`config.mk`:
```
export PLATFORM = sky130hd
export DESIGN_NAME = bap_fifo
export DESIGN_NICKNAME = d
export VERILOG_FILES = /design/src/bap_pkg.sv /design/src/bap_fifo.sv
export SDC_FILE = /design/constraint.sdc
export NUM_CORES = 1
export LEC_CHECK = 0
export ABC_AREA = 1
export BUFFER_PORTS_ARGS = -buffer_cell sky130_fd_sc_hd__buf_2
export CAP_MARGIN = 30
export CELL_PAD_IN_SITES_DETAIL_PLACEMENT = 0
export CELL_PAD_IN_SITES_GLOBAL_PLACEMENT = 1
export CORE_UTILIZATION = 48
export CTS_CLUSTER_DIAMETER = 200
export CTS_CLUSTER_SIZE = 28
export DETAILED_ROUTE_END_ITERATION = 10
export MAX_ROUTING_LAYER = met4
export PLACE_DENSITY_LB_ADDON = 0.05
export SKIP_LAST_GASP = 1
export SYNTH_ARGS = -nofsm -noshare
export SYNTH_HDL_FRONTEND = slang
export SYNTH_SLANG_ARGS = --single-unit
```
`constraint.sdc`:
```
create_clock -name clk -period 2.86 [get_ports clk]
set_input_delay 0.572 -clock clk [delete_from_list [all_inputs] [get_ports clk]]
set_output_delay 0.572 -clock clk [all_outputs]
set_load 0.05 [all_outputs]
```
`src/bap_pkg.sv`:
```
// ============================================================================
// Block average pixelate package
// Shared widths, register indexes, payload types and helper functions.
// ============================================================================
`default_nettype none

package bap_pkg;

	localparam int MAX_WIDTH = 4096;
	localparam int MAX_BLOCK = 64;
	localparam int ROW_LIMIT = 4096;

	localparam int COL_W = 12;
	localparam int ROW_W = 12;
	localparam int OFS_W = 6;
	localparam int BS_W  = 7;
	localparam int DIM_W = 13;
	localparam int CFG_W = 13;
	localparam int IDX_W = 2;
	localparam int SUM_W = 20;
	localparam int SQ_W  = 13;
	localparam int AVG_W = 8;
	localparam int PIX_W = 8;

	localparam logic [IDX_W-1:0] REG_BLOCK_SIZE   = 2'd0;
	localparam logic [IDX_W-1:0] REG_IMAGE_WIDTH  = 2'd1;
	localparam logic [IDX_W-1:0] REG_IMAGE_HEIGHT = 2'd2;

	localparam logic [BS_W-1:0]  RESET_BLOCK  = 7'd30;
	localparam logic [DIM_W-1:0] RESET_WIDTH  = 13'd640;
	localparam logic [DIM_W-1:0] RESET_HEIGHT = 13'd480;

	localparam int FIFO_DEPTH = 4;
	localparam int FIFO_AW    = $clog2(FIFO_DEPTH);
	localparam int FIFO_CW    = $clog2(FIFO_DEPTH + 1);

	localparam int POS_STEPS = COL_W;
	localparam int POS_CNT_W = $clog2(POS_STEPS);
	localparam int AVG_STEPS = AVG_W;
	localparam int AVG_CNT_W = $clog2(AVG_STEPS);

	localparam int NUM_CH   = 3;
	localparam int CH_RED   = 2;
	localparam int CH_GREEN = 1;
	localparam int CH_BLUE  = 0;

	localparam logic [AVG_W-1:0] AVG_MAX = 8'hFF;

	typedef struct packed {
		logic [PIX_W-1:0] pixel_red;
		logic [PIX_W-1:0] pixel_green;
		logic [PIX_W-1:0] pixel_blue;
	} pixel_t;

	typedef struct packed {
		logic [COL_W-1:0] block_column;
		logic [ROW_W-1:0] block_row;
		logic [AVG_W-1:0] avg_red;
		logic [AVG_W-1:0] avg_green;
		logic [AVG_W-1:0] avg_blue;
		logic             frame_done;
	} result_t;

	typedef struct packed {
		logic [COL_W-1:0] block_column;
		logic [ROW_W-1:0] block_row;
		logic             first;
		logic             emit;
		logic             frame_done;
		pixel_t           pixel;
	} queue_entry_t;

	typedef logic [NUM_CH-1:0][SUM_W-1:0] sums_t;

	typedef struct packed {
		logic [COL_W-1:0] block_column;
		logic [ROW_W-1:0] block_row;
		logic             frame_done;
		sums_t            sums;
	} avg_req_t;

	typedef struct packed {
		logic [BS_W-1:0]  block_size;
		logic [COL_W-1:0] last_column;
		logic [ROW_W-1:0] last_row;
		logic             resize;
	} frame_cfg_t;

	function automatic logic [BS_W-1:0] clamp_block(input logic [BS_W-1:0] v);
		logic [BS_W-1:0] r;
		r = v;
		if (v == '0) begin
			r = BS_W'(1);
		end else if (v > BS_W'(MAX_BLOCK)) begin
			r = BS_W'(MAX_BLOCK);
		end
		return r;
	endfunction

	function automatic logic [COL_W-1:0] last_index(input logic [DIM_W-1:0] v,
		input logic [DIM_W-1:0] limit);
		logic [DIM_W-1:0] c;
		c = v;
		if (v == '0) begin
			c = DIM_W'(1);
		end else if (v > limit) begin
			c = limit;
		end
		return COL_W'(c - DIM_W'(1));
	endfunction

endpackage

`default_nettype wire

```
`src/bap_fifo.sv`:
```
// ============================================================================
// Block average pixelate queue
// Short register queue of classified pixels between front end and back end.
// ============================================================================
`default_nettype none

module bap_fifo (
	input  wire logic                   clk,
	input  wire logic                   arst_n,
	input  wire logic                   push,
	input  wire bap_pkg::queue_entry_t  push_entry,
	input  wire logic                   pop,
	output bap_pkg::queue_entry_t       head,
	output logic                        full,
	output logic                        empty
);

	bap_pkg::queue_entry_t            slots_q [bap_pkg::FIFO_DEPTH];
	logic [bap_pkg::FIFO_AW-1:0]      wr_ptr_q;
	logic [bap_pkg::FIFO_AW-1:0]      rd_ptr_q;
	logic [bap_pkg::FIFO_CW-1:0]      count_q;

	assign head  = slots_q[rd_ptr_q];
	assign full  = count_q == bap_pkg::FIFO_CW'(bap_pkg::FIFO_DEPTH);
	assign empty = count_q == '0;

	always_ff @(posedge clk) begin
		if (push) begin
			slots_q[wr_ptr_q] <= push_entry;
		end
	end

	always_ff @(posedge clk or negedge arst_n) begin
		if (!arst_n) begin
			wr_ptr_q <= '0;
			rd_ptr_q <= '0;
			count_q  <= '0;
		end else begin
			if (push) begin
				wr_ptr_q <= (wr_ptr_q == bap_pkg::FIFO_AW'(bap_pkg::FIFO_DEPTH - 1)) ? '0
					: wr_ptr_q + bap_pkg::FIFO_AW'(1);
			end
			if (pop) begin
				rd_ptr_q <= (rd_ptr_q == bap_pkg::FIFO_AW'(bap_pkg::FIFO_DEPTH - 1)) ? '0
					: rd_ptr_q + bap_pkg::FIFO_AW'(1);
			end
			if (push && !pop) begin
				count_q <= count_q + bap_pkg::FIFO_CW'(1);
			end else if (pop && !push) begin
				count_q <= count_q - bap_pkg::FIFO_CW'(1);
			end
		end
	end

endmodule

`default_nettype wire

```
### Word-level counts from Yosys, hierarchy flattened

Memory sizes are Yosys's and may differ from the RTL's.
Cells that the tools add are included.

| operators by class | value |
|---|---|
| add/subtract/negate cells | 4 |
| multiplexer cells | 6 |
| reduce and logical (&&, ||, !) cells | 6 |
| eq/ne operators | 3 |

Operators by type and width:

| operator | number |
|---|---|
| $mux W3 | 2 |
| $add A2 B1 Y2 const B | 2 |
| $eq A2 B2 Y1 const B | 2 |
| $mux W2 | 2 |
| $add A3 B1 Y3 const B | 1 |
| $eq A3 B3 Y1 const B | 1 |
| $logic_not A3 Y1 | 1 |
| $sub A3 B1 Y3 const B | 1 |
| $logic_and A1 B1 Y1 | 2 |
| $logic_not A1 Y1 | 2 |
| $mux W1 | 2 |
| $reduce_bool A2 Y1 | 1 |

| word-level totals | value |
|---|---|
| bits of input ports | 55 |
| RAM bits | 204 |
| memories kept | 1 |
| register bits | 7 |
| logic and storage cells | 23 |

Memory list:

| memory | depth | width | read ports | clocked after Yosys merged registers in | wr ports | RTL line | text |
|---|---|---|---|---|---|---|---|
| slots_q | 4 | 51 | 1 | 0 | 1 | bap_fifo.sv:18 | `bap_pkg::queue_entry_t slots_q [bap_pkg::FIFO_DEPTH];` |

### Longest topological paths before layout

| logic depth | value |
|---|---|
| depth after elaboration | 4 |
| mapped depth | 9 |
| gate-level depth less buffers | 9 |

### Least setup slack after synthesis

OpenSTA, ideal clock, no wires.

| timing | value |
|---|---|
| path kind | register to output |
| start point | register count_q[0] (netlist bit) |
| end point | output empty |
| cell stages (with the launch flop) | 2 |
| path slack | 0.766 ns |
| buffers on the path | 0 |
| data required time | 2.288 ns |
| arrival time | 1.522 ns |
| cell sequence | dfrtp_1 -> nor3_1 |

| between the ends | value |
|---|---|
| cells in the longest elaborated chain, start to end | 1 |

Ends and longest elaborated chain:

| item | RTL line | text |
|---|---|---|
| start: declaration | bap_fifo.sv:21 | `logic [bap_pkg::FIFO_CW-1:0] count_q;` |
| start signal: assignment | bap_fifo.sv:48 | `count_q <= count_q + bap_pkg::FIFO_CW'(1);` |
| start signal: assignment | bap_fifo.sv:50 | `count_q <= count_q - bap_pkg::FIFO_CW'(1);` |
| $logic_not A3 Y1 | bap_fifo.sv:25 | `assign empty = count_q == '0;` |
| end: declaration | bap_fifo.sv:15 | `output logic empty` |

No other way between the ends.

==> results_dict.tcl <==
set metrics [dict create \
    status "completed" \
    synthAdderAreaFrac 0.01023 \
    yosysSeqAreaShare 0.6779 \
    antenna_found_initial 3 \
    synthMuxAreaShare 0 \
    startpoint "rd_ptr_q[0]$_DFFE_PN0P_" \
    worst_slew_pin_slew_ns 0.6034 \
    hpwl_mm 10.36 \
    cts_root_buf "clkbuf_16" \
    syn_nets 709 \
    area_growth_pct 11.59 \
    period_share 0.9386 \
    critical_path.endpoint_type "output pin" \
    min_from "push_entry[42]" \
    p_per_area_mw_per_mm2 1064 \
    rsz0062_at_grt "false" \
    vias 5002 \
    rows 50 \
    setup_slack_ns 0.1755 \
    syn-instance-count 647 \
    clkLatencyLatePin_ns 0.46 \
    grt_pass1_wl_mm 26.80 \
    grt_max_degree 58 \
    final.setup.tns_ns 0 \
    routedWlPerCell_um 16.90 \
    peakVddDrop_uv 716.4 \
    cts_tree "done" \
    overflow 0 \
    cts_max_level 1 \
    drt-pass1-iter-count 4 \
    hold_slack_ns 0.3165 \
    cp-start-kind "register" \
    p_leak_nw 4.246 \
    yosysWarningCount 0 \
    rr_startpoint "wr_ptr_q[0]$_DFFE_PN0P_" \
    timing.fmax_mhz 372.5 \
    avgSynthCellArea_um2 14.37 \
    setup_violations 0 \
    min_period_ns 2.685 \
    numClockSinks 211 \
    fin_skew_ns 0.01607 \
    synth-seq-cells 211 \
    total_power_mw 11.04 \
    portBuffers 107 \
    clkTransAtPathRegs_ns 0.10 \
    post-place-ws_ns 0.6163 \
    max_slew_margin 0.5971 \
    io_pins 108 \
    drt-total-wl_mm 17.17 \
    core_area_mm2 0.01883 \
    gp_congestion 0.7142 \
    drive_above_1_share 0.3878 \
    die_w_um 141.2 \
    cp_max_fo 57 \
    ant_nets 0 \
    initial_utilization 0.4936 \
    synth_compound_area_frac 0.1395 \
    fin_util 0.5508 \
    cts_buffers 11 \
    crit_arrival_ns 2.11 \
    grt_pass1_vias 5020 \
    drc 0 \
    min_path_type "in2reg" \
    track_usage 0.1814 \
    vias_per_cell 4.923 \
    slew_violations 0 \
    hold_viol_final 0 \
    die_h_um 141.2 \
    cts_setup_buffers 0 \
    fin_nets 814 \
    synth_top_family_by_area "compound AO/OA/AOI/OAI gates" \
    cts.path.max_buffers 3 \
    cp.required_ns 2.29 \
    synth-simple-area-share 0.08359 \
    worst-setup-path-type "reg2out" \
    dieArea_mm2 0.01992 \
    syn_area_mm2 0.009295 \
    drv_cap 0 \
    synth_xor_area_frac 0.0009423 \
    synthDistinctLibCells 22 \
    drt_iter0_drc 183 \
]
==> placed cells by master (no fill, tap or decap) <==
| cell type | instances |
|---|---|
| nor2_1 | 2 |
| clkbuf_16 | 11 |
| xnor2_1 | 1 |
| o21ai_1 | 2 |
| o211ai_2 | 102 |
| inv_2 | 4 |
| buf_4 | 7 |
| nand3_1 | 1 |
| ha_1 | 6 |
| edfxtp_1 | 204 |
| fa_1 | 1 |
| buf_12 | 10 |
| nand2_2 | 47 |
| diode_2 | 3 |
| dfrtp_1 | 6 |
| dlygate4sd3_1 | 1 |
| nor3_1 | 2 |
| buf_2 | 107 |
| clkbuf_1 | 2 |
| inv_1 | 109 |
| bufinv_16 | 1 |
| nand4_1 | 1 |
| dfrtp_4 | 1 |
| inv_4 | 1 |
| clkinv_8 | 1 |
| nand2_1 | 121 |
| o21ai_0 | 2 |
==> sequential cells by signal, indices dropped and copies added (netlist names) <==
signal	flops
wr_ptr_q	2
slots_q	204
rd_ptr_q	2
count_q	3
==> path summary, 6_finish.rpt <==
path	end	slack (ns)	cells after the start
worst min-delay path	slots_q[0][42]$_DFFE_PP_	0.32	1
max in group asynchronous	rd_ptr_q[1]$_DFFE_PN0P_	2.22	2
worst max-delay path	head[22]	0.18	6
worst max register to register	slots_q[3][47]$_DFFE_PP_	1.17	4
min in group asynchronous	rd_ptr_q[1]$_DFFE_PN0P_	0.46	2
worst min register to register	count_q[2]$_DFFE_PN0P_	0.51	2
==> synth_stat cells (all sizes together) <==
| library cell | number | area share |
|---|---|---|
| o21ai | 4 | 0.0022 |
| inv | 115 | 0.047 |
| buf | 31 | 0.040 |
| ha | 6 | 0.0081 |
| dfrtp | 7 | 0.019 |
| o211ai | 102 | 0.14 |
| clkbuf | 2 | 0.0016 |
| nand2 | 168 | 0.080 |
| nand3 | 1 | 0.00054 |
| xnor2 | 1 | 0.00094 |
| nor2 | 2 | 0.00081 |
| nor3 | 2 | 0.0011 |
| nand4 | 1 | 0.00067 |
| fa | 1 | 0.0022 |
| edfxtp | 204 | 0.66 |
==> cell type report <==
type / instances / area [um^2]
inverter: 115 / 460.4
tap: 260 / 325.3
sequential: 211 / 6305
fill: 1579 / 8458
multi-input combinational: 288 / 2177
clock inverter: 1 / 16.27
antenna: 3 / 7.507
timing repair buffer: 125 / 798.3
clock buffer: 13 / 282.8
==> layer usage <==
| layer | track usage | up-vias | part of all wire |
|---|---|---|---|
| met2 | 0.3187 | 92 | 0.51 |
| met4 | 0.04233 | 0 | 0.0086 |
| met3 | 0.03465 | 18 | 0.047 |
| met1 | 0.2152 | 2456 | 0.43 |
| met5 | - | - | 0 |
| li1 | - | 2436 | - |
==> where the power goes <==
| group | total, mW | leakage [nW] | internal [mW] | switching [mW] |
|---|---|---|---|---|
| clock | 1.62 | 0.145 | 0.718 | 0.902 |
| combinational | 5.28 | 2.14 | 1.39 | 3.89 |
| sequential | 4.14 | 1.96 | 3.96 | 0.175 |
==> metrics by stage <==
step / area [um^2] / cells
finish: 10370 / 1016
global route: 10370 / 1016
CTS: 10350 / 1013
detailed placement: 10040 / 998
global placement: 10040 / 998
floorplan: 9295 / 647
==> cell families (layout without fill, tap and decap cells) <==
group / after synthesis / after routing
flops: 211 / 211
xor+xnor: 1 / 1
simple gates: 174 / 174
buf+inv: 148 / 254
other cells: 0 / 3
compound gates: 106 / 106
fa+ha+maj: 7 / 7
==> critical path, cell delays in order, from the launching register on <==
cell and delay (ns):
dfrtp_1 0.43, bufinv_16 0.39, buf_4 0.34, nand2_1 0.11, o211ai_2 0.07, nand2_1 0.07, buf_2 0.21
==> timing repair <==
action,CTS,global route
gates resized for setup,0,2
hold buffers,1,0
endpoints found under the setup margin,0,1
endpoints found under the hold margin,7,0
No activity file was read; power rests on OpenSTA's default activity.
