## src/bap_pkg.sv

```systemverilog
// ============================================================================
// Block average pixelate package
// Shared widths, register indexes, payload types and helper functions.
// ============================================================================
`default_nettype none

package bap_pkg;

	localparam int MAX_WIDTH = 4096;
	localparam int MAX_BLOCK = 64;
	localparam int ROW_LIMIT = 4096;

	localparam int COL_W = 12;
	localparam int ROW_W = 12;
	localparam int OFS_W = 6;
	localparam int BS_W  = 7;
	localparam int DIM_W = 13;
	localparam int CFG_W = 13;
	localparam int IDX_W = 2;
	localparam int SUM_W = 20;
	localparam int SQ_W  = 13;
	localparam int AVG_W = 8;
	localparam int PIX_W = 8;

	localparam logic [IDX_W-1:0] REG_BLOCK_SIZE   = 2'd0;
	localparam logic [IDX_W-1:0] REG_IMAGE_WIDTH  = 2'd1;
	localparam logic [IDX_W-1:0] REG_IMAGE_HEIGHT = 2'd2;

	localparam logic [BS_W-1:0]  RESET_BLOCK  = 7'd30;
	localparam logic [DIM_W-1:0] RESET_WIDTH  = 13'd640;
	localparam logic [DIM_W-1:0] RESET_HEIGHT = 13'd480;

	localparam int FIFO_DEPTH = 4;
	localparam int FIFO_AW    = $clog2(FIFO_DEPTH);
	localparam int FIFO_CW    = $clog2(FIFO_DEPTH + 1);

	localparam int POS_STEPS = COL_W;
	localparam int POS_CNT_W = $clog2(POS_STEPS);
	localparam int AVG_STEPS = AVG_W;
	localparam int AVG_CNT_W = $clog2(AVG_STEPS);

	localparam int NUM_CH   = 3;
	localparam int CH_RED   = 2;
	localparam int CH_GREEN = 1;
	localparam int CH_BLUE  = 0;

	localparam logic [AVG_W-1:0] AVG_MAX = 8'hFF;

	typedef struct packed {
		logic [PIX_W-1:0] pixel_red;
		logic [PIX_W-1:0] pixel_green;
		logic [PIX_W-1:0] pixel_blue;
	} pixel_t;

	typedef struct packed {
		logic [COL_W-1:0] block_column;
		logic [ROW_W-1:0] block_row;
		logic [AVG_W-1:0] avg_red;
		logic [AVG_W-1:0] avg_green;
		logic [AVG_W-1:0] avg_blue;
		logic             frame_done;
	} result_t;

	typedef struct packed {
		logic [COL_W-1:0] block_column;
		logic [ROW_W-1:0] block_row;
		logic             first;
		logic             emit;
		logic             frame_done;
		pixel_t           pixel;
	} queue_entry_t;

	typedef logic [NUM_CH-1:0][SUM_W-1:0] sums_t;

	typedef struct packed {
		logic [COL_W-1:0] block_column;
		logic [ROW_W-1:0] block_row;
		logic             frame_done;
		sums_t            sums;
	} avg_req_t;

	typedef struct packed {
		logic [BS_W-1:0]  block_size;
		logic [COL_W-1:0] last_column;
		logic [ROW_W-1:0] last_row;
		logic             resize;
	} frame_cfg_t;

	function automatic logic [BS_W-1:0] clamp_block(input logic [BS_W-1:0] v);
		logic [BS_W-1:0] r;
		r = v;
		if (v == '0) begin
			r = BS_W'(1);
		end else if (v > BS_W'(MAX_BLOCK)) begin
			r = BS_W'(MAX_BLOCK);
		end
		return r;
	endfunction

	function automatic logic [COL_W-1:0] last_index(input logic [DIM_W-1:0] v,
		input logic [DIM_W-1:0] limit);
		logic [DIM_W-1:0] c;
		c = v;
		if (v == '0) begin
			c = DIM_W'(1);
		end else if (v > limit) begin
			c = limit;
		end
		return COL_W'(c - DIM_W'(1));
	endfunction

endpackage

`default_nettype wire

```

## src/bap_front.sv

```systemverilog
// ============================================================================
// Block average pixelate front end
// Accepts pixels, tracks frame and block positions and classifies each pixel.
// ============================================================================
`default_nettype none

module bap_front (
	input  wire logic                  clk,
	input  wire logic                  arst_n,
	input  wire logic                  in_valid,
	output logic                       in_stall,
	input  wire bap_pkg::pixel_t       in_pixel,
	input  wire bap_pkg::frame_cfg_t   cfg,
	input  wire logic                  q_full,
	output logic                       q_push,
	output bap_pkg::queue_entry_t      q_entry
);

	typedef enum logic [1:0] {
		F_RUN = 2'b01,
		F_DIV = 2'b10
	} front_state_t;

	front_state_t                     state_q;
	logic [bap_pkg::COL_W-1:0]        pcol_q;
	logic [bap_pkg::ROW_W-1:0]        prow_q;
	logic [bap_pkg::OFS_W-1:0]        offx_q;
	logic [bap_pkg::OFS_W-1:0]        offy_q;
	logic [bap_pkg::COL_W-1:0]        bcol_q;
	logic [bap_pkg::ROW_W-1:0]        brow_q;
	logic [bap_pkg::OFS_W-1:0]        crem_q;
	logic [bap_pkg::OFS_W-1:0]        rrem_q;
	logic [bap_pkg::POS_CNT_W-1:0]    step_q;

	logic [bap_pkg::OFS_W-1:0]        bs_last;
	logic                             row_end;
	logic                             last_row;
	logic                             bx_end;
	logic                             by_end;
	logic                             accept;
	logic [bap_pkg::BS_W-1:0]         crem_sh;
	logic [bap_pkg::BS_W-1:0]         rrem_sh;
	logic                             c_ge;
	logic                             r_ge;
	logic [bap_pkg::BS_W-1:0]         crem_nx;
	logic [bap_pkg::BS_W-1:0]         rrem_nx;

	assign bs_last  = bap_pkg::OFS_W'(cfg.block_size - bap_pkg::BS_W'(1));
	assign row_end  = pcol_q >= cfg.last_column;
	assign last_row = prow_q >= cfg.last_row;
	assign bx_end   = (offx_q >= bs_last) || row_end;
	assign by_end   = (offy_q >= bs_last) || last_row;

	assign in_stall = (state_q != F_RUN) || q_full;
	assign accept   = in_valid && !in_stall;
	assign q_push   = accept;

	assign q_entry.block_column = bcol_q;
	assign q_entry.block_row    = brow_q;
	assign q_entry.first        = (offx_q == '0) && (offy_q == '0);
	assign q_entry.emit         = bx_end && by_end;
	assign q_entry.frame_done   = row_end && last_row;
	assign q_entry.pixel        = in_pixel;

	// Restoring division of the pixel position by the block size, one bit per cycle.
	assign crem_sh = {crem_q, bcol_q[bap_pkg::COL_W-1]};
	assign rrem_sh = {rrem_q, brow_q[bap_pkg::ROW_W-1]};
	assign c_ge    = crem_sh >= cfg.block_size;
	assign r_ge    = rrem_sh >= cfg.block_size;
	assign crem_nx = c_ge ? crem_sh - cfg.block_size : crem_sh;
	assign rrem_nx = r_ge ? rrem_sh - cfg.block_size : rrem_sh;

	always_ff @(posedge clk or negedge arst_n) begin
		if (!arst_n) begin
			state_q <= F_RUN;
			pcol_q  <= '0;
			prow_q  <= '0;
			offx_q  <= '0;
			offy_q  <= '0;
			bcol_q  <= '0;
			brow_q  <= '0;
			crem_q  <= '0;
			rrem_q  <= '0;
			step_q  <= '0;
		end else begin
			case (state_q)
				F_RUN: begin
					if (accept) begin
						if (row_end) begin
							pcol_q <= '0;
							offx_q <= '0;
							bcol_q <= '0;
							crem_q <= '0;
							if (last_row) begin
								prow_q <= '0;
								offy_q <= '0;
								brow_q <= '0;
								rrem_q <= '0;
							end else begin
								prow_q <= prow_q + bap_pkg::ROW_W'(1);
								offy_q <= (offy_q >= bs_last) ? '0
									: offy_q + bap_pkg::OFS_W'(1);
								if (rrem_q >= bs_last) begin
									rrem_q <= '0;
									brow_q <= brow_q + bap_pkg::ROW_W'(1);
								end else begin
									rrem_q <= rrem_q + bap_pkg::OFS_W'(1);
								end
							end
						end else begin
							pcol_q <= pcol_q + bap_pkg::COL_W'(1);
							offx_q <= (offx_q >= bs_last) ? '0
								: offx_q + bap_pkg::OFS_W'(1);
							if (crem_q >= bs_last) begin
								crem_q <= '0;
								bcol_q <= bcol_q + bap_pkg::COL_W'(1);
							end else begin
								crem_q <= crem_q + bap_pkg::OFS_W'(1);
							end
						end
					end
				end
				F_DIV: begin
					bcol_q <= {bcol_q[bap_pkg::COL_W-2:0], c_ge};
					brow_q <= {brow_q[bap_pkg::ROW_W-2:0], r_ge};
					crem_q <= crem_nx[bap_pkg::OFS_W-1:0];
					rrem_q <= rrem_nx[bap_pkg::OFS_W-1:0];
					step_q <= step_q + bap_pkg::POS_CNT_W'(1);
					if (step_q == bap_pkg::POS_CNT_W'(bap_pkg::POS_STEPS - 1)) begin
						state_q <= F_RUN;
					end
				end
				default: begin
					state_q <= F_RUN;
				end
			endcase
			if (cfg.resize) begin
				state_q <= F_DIV;
				bcol_q  <= pcol_q;
				brow_q  <= prow_q;
				crem_q  <= '0;
				rrem_q  <= '0;
				step_q  <= '0;
			end
		end
	end

endmodule

`default_nettype wire

```

## config.mk

```make
export PLATFORM = sky130hd
export DESIGN_NAME = bap_front
export DESIGN_NICKNAME = d
export VERILOG_FILES = /design/src/bap_pkg.sv /design/src/bap_front.sv
export SDC_FILE = /design/constraint.sdc
export NUM_CORES = 1
export LEC_CHECK = 0
export ABC_AREA = 1
export BUFFER_PORTS_ARGS = -buffer_cell sky130_fd_sc_hd__buf_2
export CORE_ASPECT_RATIO = 0.7
export CORE_MARGIN = 4
export CORE_UTILIZATION = 58
export CTS_CLUSTER_DIAMETER = 50
export DETAILED_ROUTE_END_ITERATION = 8
export GPL_TIMING_DRIVEN = 0
export PLACE_DENSITY = 0.82
export SYNTH_ARGS = -nofsm -noshare
export SYNTH_HDL_FRONTEND = slang
export SYNTH_SLANG_ARGS = --single-unit
```

## constraint.sdc

```tcl
create_clock -name clk -period 2.4 [get_ports clk]
set_input_delay 0.24 -clock clk [delete_from_list [all_inputs] [get_ports clk]]
set_output_delay 0.24 -clock clk [all_outputs]
set_load 0.1 [all_outputs]
```

Word-level counts from Yosys, hierarchy flattened
Cells that the tools add are included.

word-level totals
  register bits = 78
  input bits = 60
  output and inout port bits = 53
  word-level logic and storage cells = 94

cells by class
  add/subtract/negate cells = 12
  $lt $le $gt $ge = 8
  eq/ne operators = 10
  muxes and demuxes = 35
  reductions and logical operators = 19

operators by type and width
  cell                   number
  $mux 12                11
  $mux 6                 15
  $add 12x1->12 const B  4
  $pmux 12 s2            2
  $add 6x1->6 const B    4
  $ge 12x12->1           2
  $ge 6x6->1             4
  $pmux 6 s2             2
  $ge 7x7->1             2
  $logic_not 6->1        2
  $sub 6x6->6            2
  $ne 3x3->1 const B     3
  $reduce_and 3->1       3
  $mux 4                 2
  $ne 4x4->1 const B     2
  $reduce_and 2->1       3
  $sub 6x1->6 const B    1
  $add 4x1->4 const B    1
  $eq 4x4->1 const B     1
  $logic_and 1x1->1      4
  $mux 2                 2
  $pmux 2 s2             1
  $reduce_and 4->1       1
  $logic_or 1x1->1       3
  other kinds (7)        7

Depth between registers and ports, before layout
  word-level depth = 8
  gate-level depth with buffers = 17
  depth with buffers taken out = 17

Worst setup path after synthesis
OpenSTA, ideal clock, no wires.

  path type = reg2out
  start = register offx_q[0] in the netlist's numbering
  end = output port q_entry[26] in the netlist's numbering
  arrival = 3.568 ns
  required time = 2.160 ns
  path slack = -1.408 ns
  cell stages (with the launch flop) = 5
  cells stage by stage = dfrtp_1 -> inv_1 -> ha_1 -> nand4_1 -> nor4_1

RTL lines
  what                    line              source
  from (decl)             bap_front.sv:27   logic [bap_pkg::OFS_W-1:0] offx_q;
  from (signal assigned)  bap_front.sv:112  offx_q <= (offx_q >= bs_last) ? '0
  to (decl)               bap_front.sv:16   output bap_pkg::queue_entry_t q_entry

==> results.json <==
{
  "path_cells": "ha_1 > nand2_1 > nor2_1 > and2_1 > nand2_2 > nand4_4 > a21oi_4 > nand2_4 > and2_4 > buf_12",
  "fp.dieArea_um2": 13900,
  "io-pin-count": 113,
  "num_rows": 33,
  "synthTopCellsByCount": "nand2_1, inv_1, dfrtp_1",
  "hold_start": "cfg[0]",
  "rsz0062_at_grt": "true",
  "synthFlopType": "dfrtp_1",
  "p_leak_nw": 4.51,
  "htree_levels": 3,
  "syn-num-nets": 1099,
  "synth_top_area_share_pct": 27.5,
  "root_buffer": "clkbuf_16",
  "hold_viol_final": 0,
  "clock-sinks": 78,
  "routabilityCongestion": 0.925,
  "ys_types": 48,
  "portBuffers": 88,
  "cts-buffers-inserted": 9,
  "reg2reg_from": "pcol_q[7]$_DFFE_PN0P_",
  "syn-instance-count": 975,
  "skew_ps": 11.3,
  "power_density_nw_per_um2": 796,
  "nFillCells": 907,
  "die_y_um": 100,
  "ir_drop_mv": 0.623,
  "critPathKind": "flop to output port",
  "period_needed_ps": 2500,
  "clock.fmax_mhz": 399,
  "r2r_setup_slack_ps": 20,
  "crit_path_start_kind": "flop",
  "pre_cts_slack_ps": -453,
  "area_delta_synth_final_pct": 23.5,
  "routedWlPerCell_um": 16.2,
  "cts_tree": "yes",
  "initialDrtViolationCount": 733,
  "ys_seq_area_share_pct": 27.9,
  "maxSlewViolCount": 0,
  "setup_viol": 2,
  "grt_pass1_wl_um": 31600,
  "hpwlAfterDp_um": 14700,
  "insertion_delay_ps": 350,
  "synth_top_cell_by_area": "dfrtp_1",
  "synth_edf_count": 0,
  "die-width_um": 139,
  "r2r-end": "bcol_q[9]$_DFFE_PN0P_",
  "route.antenna.remaining_nets": 0,
  "start_util_pct": 59.6,
  "synth_area_leaders": "dfrtp_1, nand2_1, ha_1, inv_1, nand3_1",
  "core_area_um2": 11800,
  "routed_wl_um": 20600,
  "tightest_slew_ps": 567,
  "clk_pin_slew_ps": 70,
  "tns_ps": -132,
  "cp.required_ps": 2160,
  "cap_viol_max_count": 0,
  "route.detailed.drc": 0,
  "hold_depth": 4,
  "final.period_utilization_pct": 104,
  "arrival_ps": 2260,
  "nets": 1236,
  "drtPass1Iterations": 5,
  "grt_max_degree": 50,
  "clock_path_buffers": 2,
  "grtUsageTotal_pct": 27.8,
  "finalWorstSetupSlack_ps": -103,
  "end_kind": "output port",
  "whs_endpoint": "crem_q[0]$_DFFE_PN0P_",
  "antennaDiodeCount": 0,
  "hold_path.class": "input port to flop",
  "yosys_warnings": 0,
  "crit_fanout": 6,
  "postSynthAreaPerCell_um2": 7.19,
  "yosysMostFrequentCell": "nand2_1",
  "grt_pass1_vias": 6323,
  "violations": "setup timing",
  "max_slew_margin_pct": 61.8,
  "status": "finished, violations left",
  "slowest_delay_ps": 390,
  "rr_worst_depth": 12,
  "overflow": 0,
  "antenna_found_initial": 0,
  "viasPerCell": 5.76,
  "layout-drive-gt1-share_pct": 28.4,
  "ys_ff_latch": 78,
  "vias": 7333,
  "syn-cell-area_um2": 7010,
  "ys_async_sr_fraction_pct": 100,
  "critical_path.slowest_cell": "dfrtp_1",
  "hold_slack_ps": 350
}
## power by group
part           switching [mW]  internal [mW]
Sequential              0.417           1.56
Clock                   0.614          0.819
Combinational            2.40           1.08
Total                    3.44           3.46
## metal layers
| metal | vias up | track usage [%] | part of all wire [%] |
|---|---|---|---|
| met5 | - | 0 | 0 |
| met4 | 0 | 5.64 | 1.2 |
| met3 | 34 | 7.24 | 11 |
| met2 | 440 | 40.2 | 44 |
| met1 | 3371 | 42.1 | 44 |
| li1 | 3488 | - | - |
## worst max path at each step
stage	start	endpoint	slack, ps	cells after the start
finish	pcol_q[7]$_DFFE_PN0P_	q_entry[25]	-100	10
global route	prow_q[1]$_DFFE_PN0P_	q_entry[25]	-150	12
CTS	prow_q[5]$_DFFE_PN0P_	q_entry[25]	-300	12
detailed placement	cfg[26]	q_entry[25]	-450	13
global placement	prow_q[11]$_DFFE_PN0P_	q_entry[25]	-440	13
floorplan	bcol_q[11]$_DFFE_PN0P_	crem_q[3]$_DFFE_PN0P_	30	10
## logic make-up after synthesis
kind of cell,after synthesis,synth area share [%]
AND/OR/NAND/NOR,456,30.7
buffers and inverters,182,11.6
AO/OA/AOI/OAI,157,13.5
flip-flops,78,27.9
adder cells (fa/ha/maj),64,11.6
XOR/XNOR,38,4.75
## timing repair
item	CTS	global route
endpoints found under the hold margin	29	0
resized for setup	24	65
endpoints found under the setup margin	3	52
pin swaps	2	19
hold buffers	1	0
buffers inserted	5	32
## area by class of cell
| cell class | instances | area [um2] | share of cell area [%] |
|---|---|---|---|
| multi-input cells | 715 | 4560 | 52.7 |
| flip-flops and latches | 78 | 1970 | 22.8 |
| clock inverters | 7 | 78.8 | 0.911 |
| repair buffers | 127 | 795 | 9.18 |
| plain buffers | 46 | 312 | 3.60 |
| well taps | 157 | 196 | 2.27 |
| clock buffers | 9 | 225 | 2.60 |
| inverters | 135 | 514 | 5.94 |
## state kept, by name, summed over array words and instances, names as in the netlist
signal / flops
step_q: 4
brow_q: 12
prow_q: 12
bcol_q: 12
crem_q: 6
offx_q: 6
rrem_q: 6
state_q: 2
offy_q: 6
pcol_q: 12
## metrics by stage
| step | power [mW] | util, % | cells | area, um2 |
|---|---|---|---|---|
| 5_1_grt | 7.30 | 73.6 | 1274 | 8660 |
| 2_1_floorplan | 4.46 | - | 975 | 7030 |
| 3_5_place_dp | 5.19 | 65.4 | 1221 | 7700 |
| 6_report | 6.89 | 73.6 | 1274 | 8660 |
| 3_3_place_gp | 5.09 | 65.2 | 1220 | 7670 |
| 4_1_cts | 6.67 | 69.1 | 1242 | 8130 |
## critical path, delay by kind of cell (launching register included)
family / cells / cell delay, ps
buffers and inverters: 1 / 160
DFF: 1 / 390
and+or+nand+nor: 7 / 850
AOI/OAI and AO/OA: 1 / 180
adders and majority gates: 1 / 330
## cell usage in the layout, fill, tap and decap left out, drive strengths merged, types with 7 or more instances in the layout
master  Yosys  routed
nand2     251     251
buf        39     162
inv       134     135
dfrtp      77      77
nand3      73      73
o21ai      63      63
ha         62      62
nor2       62      62
a21oi      47      47
nand4      34      34
xor2       33      33
nor3       21      21
clkbuf      8      19
a22oi      18      18
o22ai       7       7
Power figures use the tool's default switching activity.
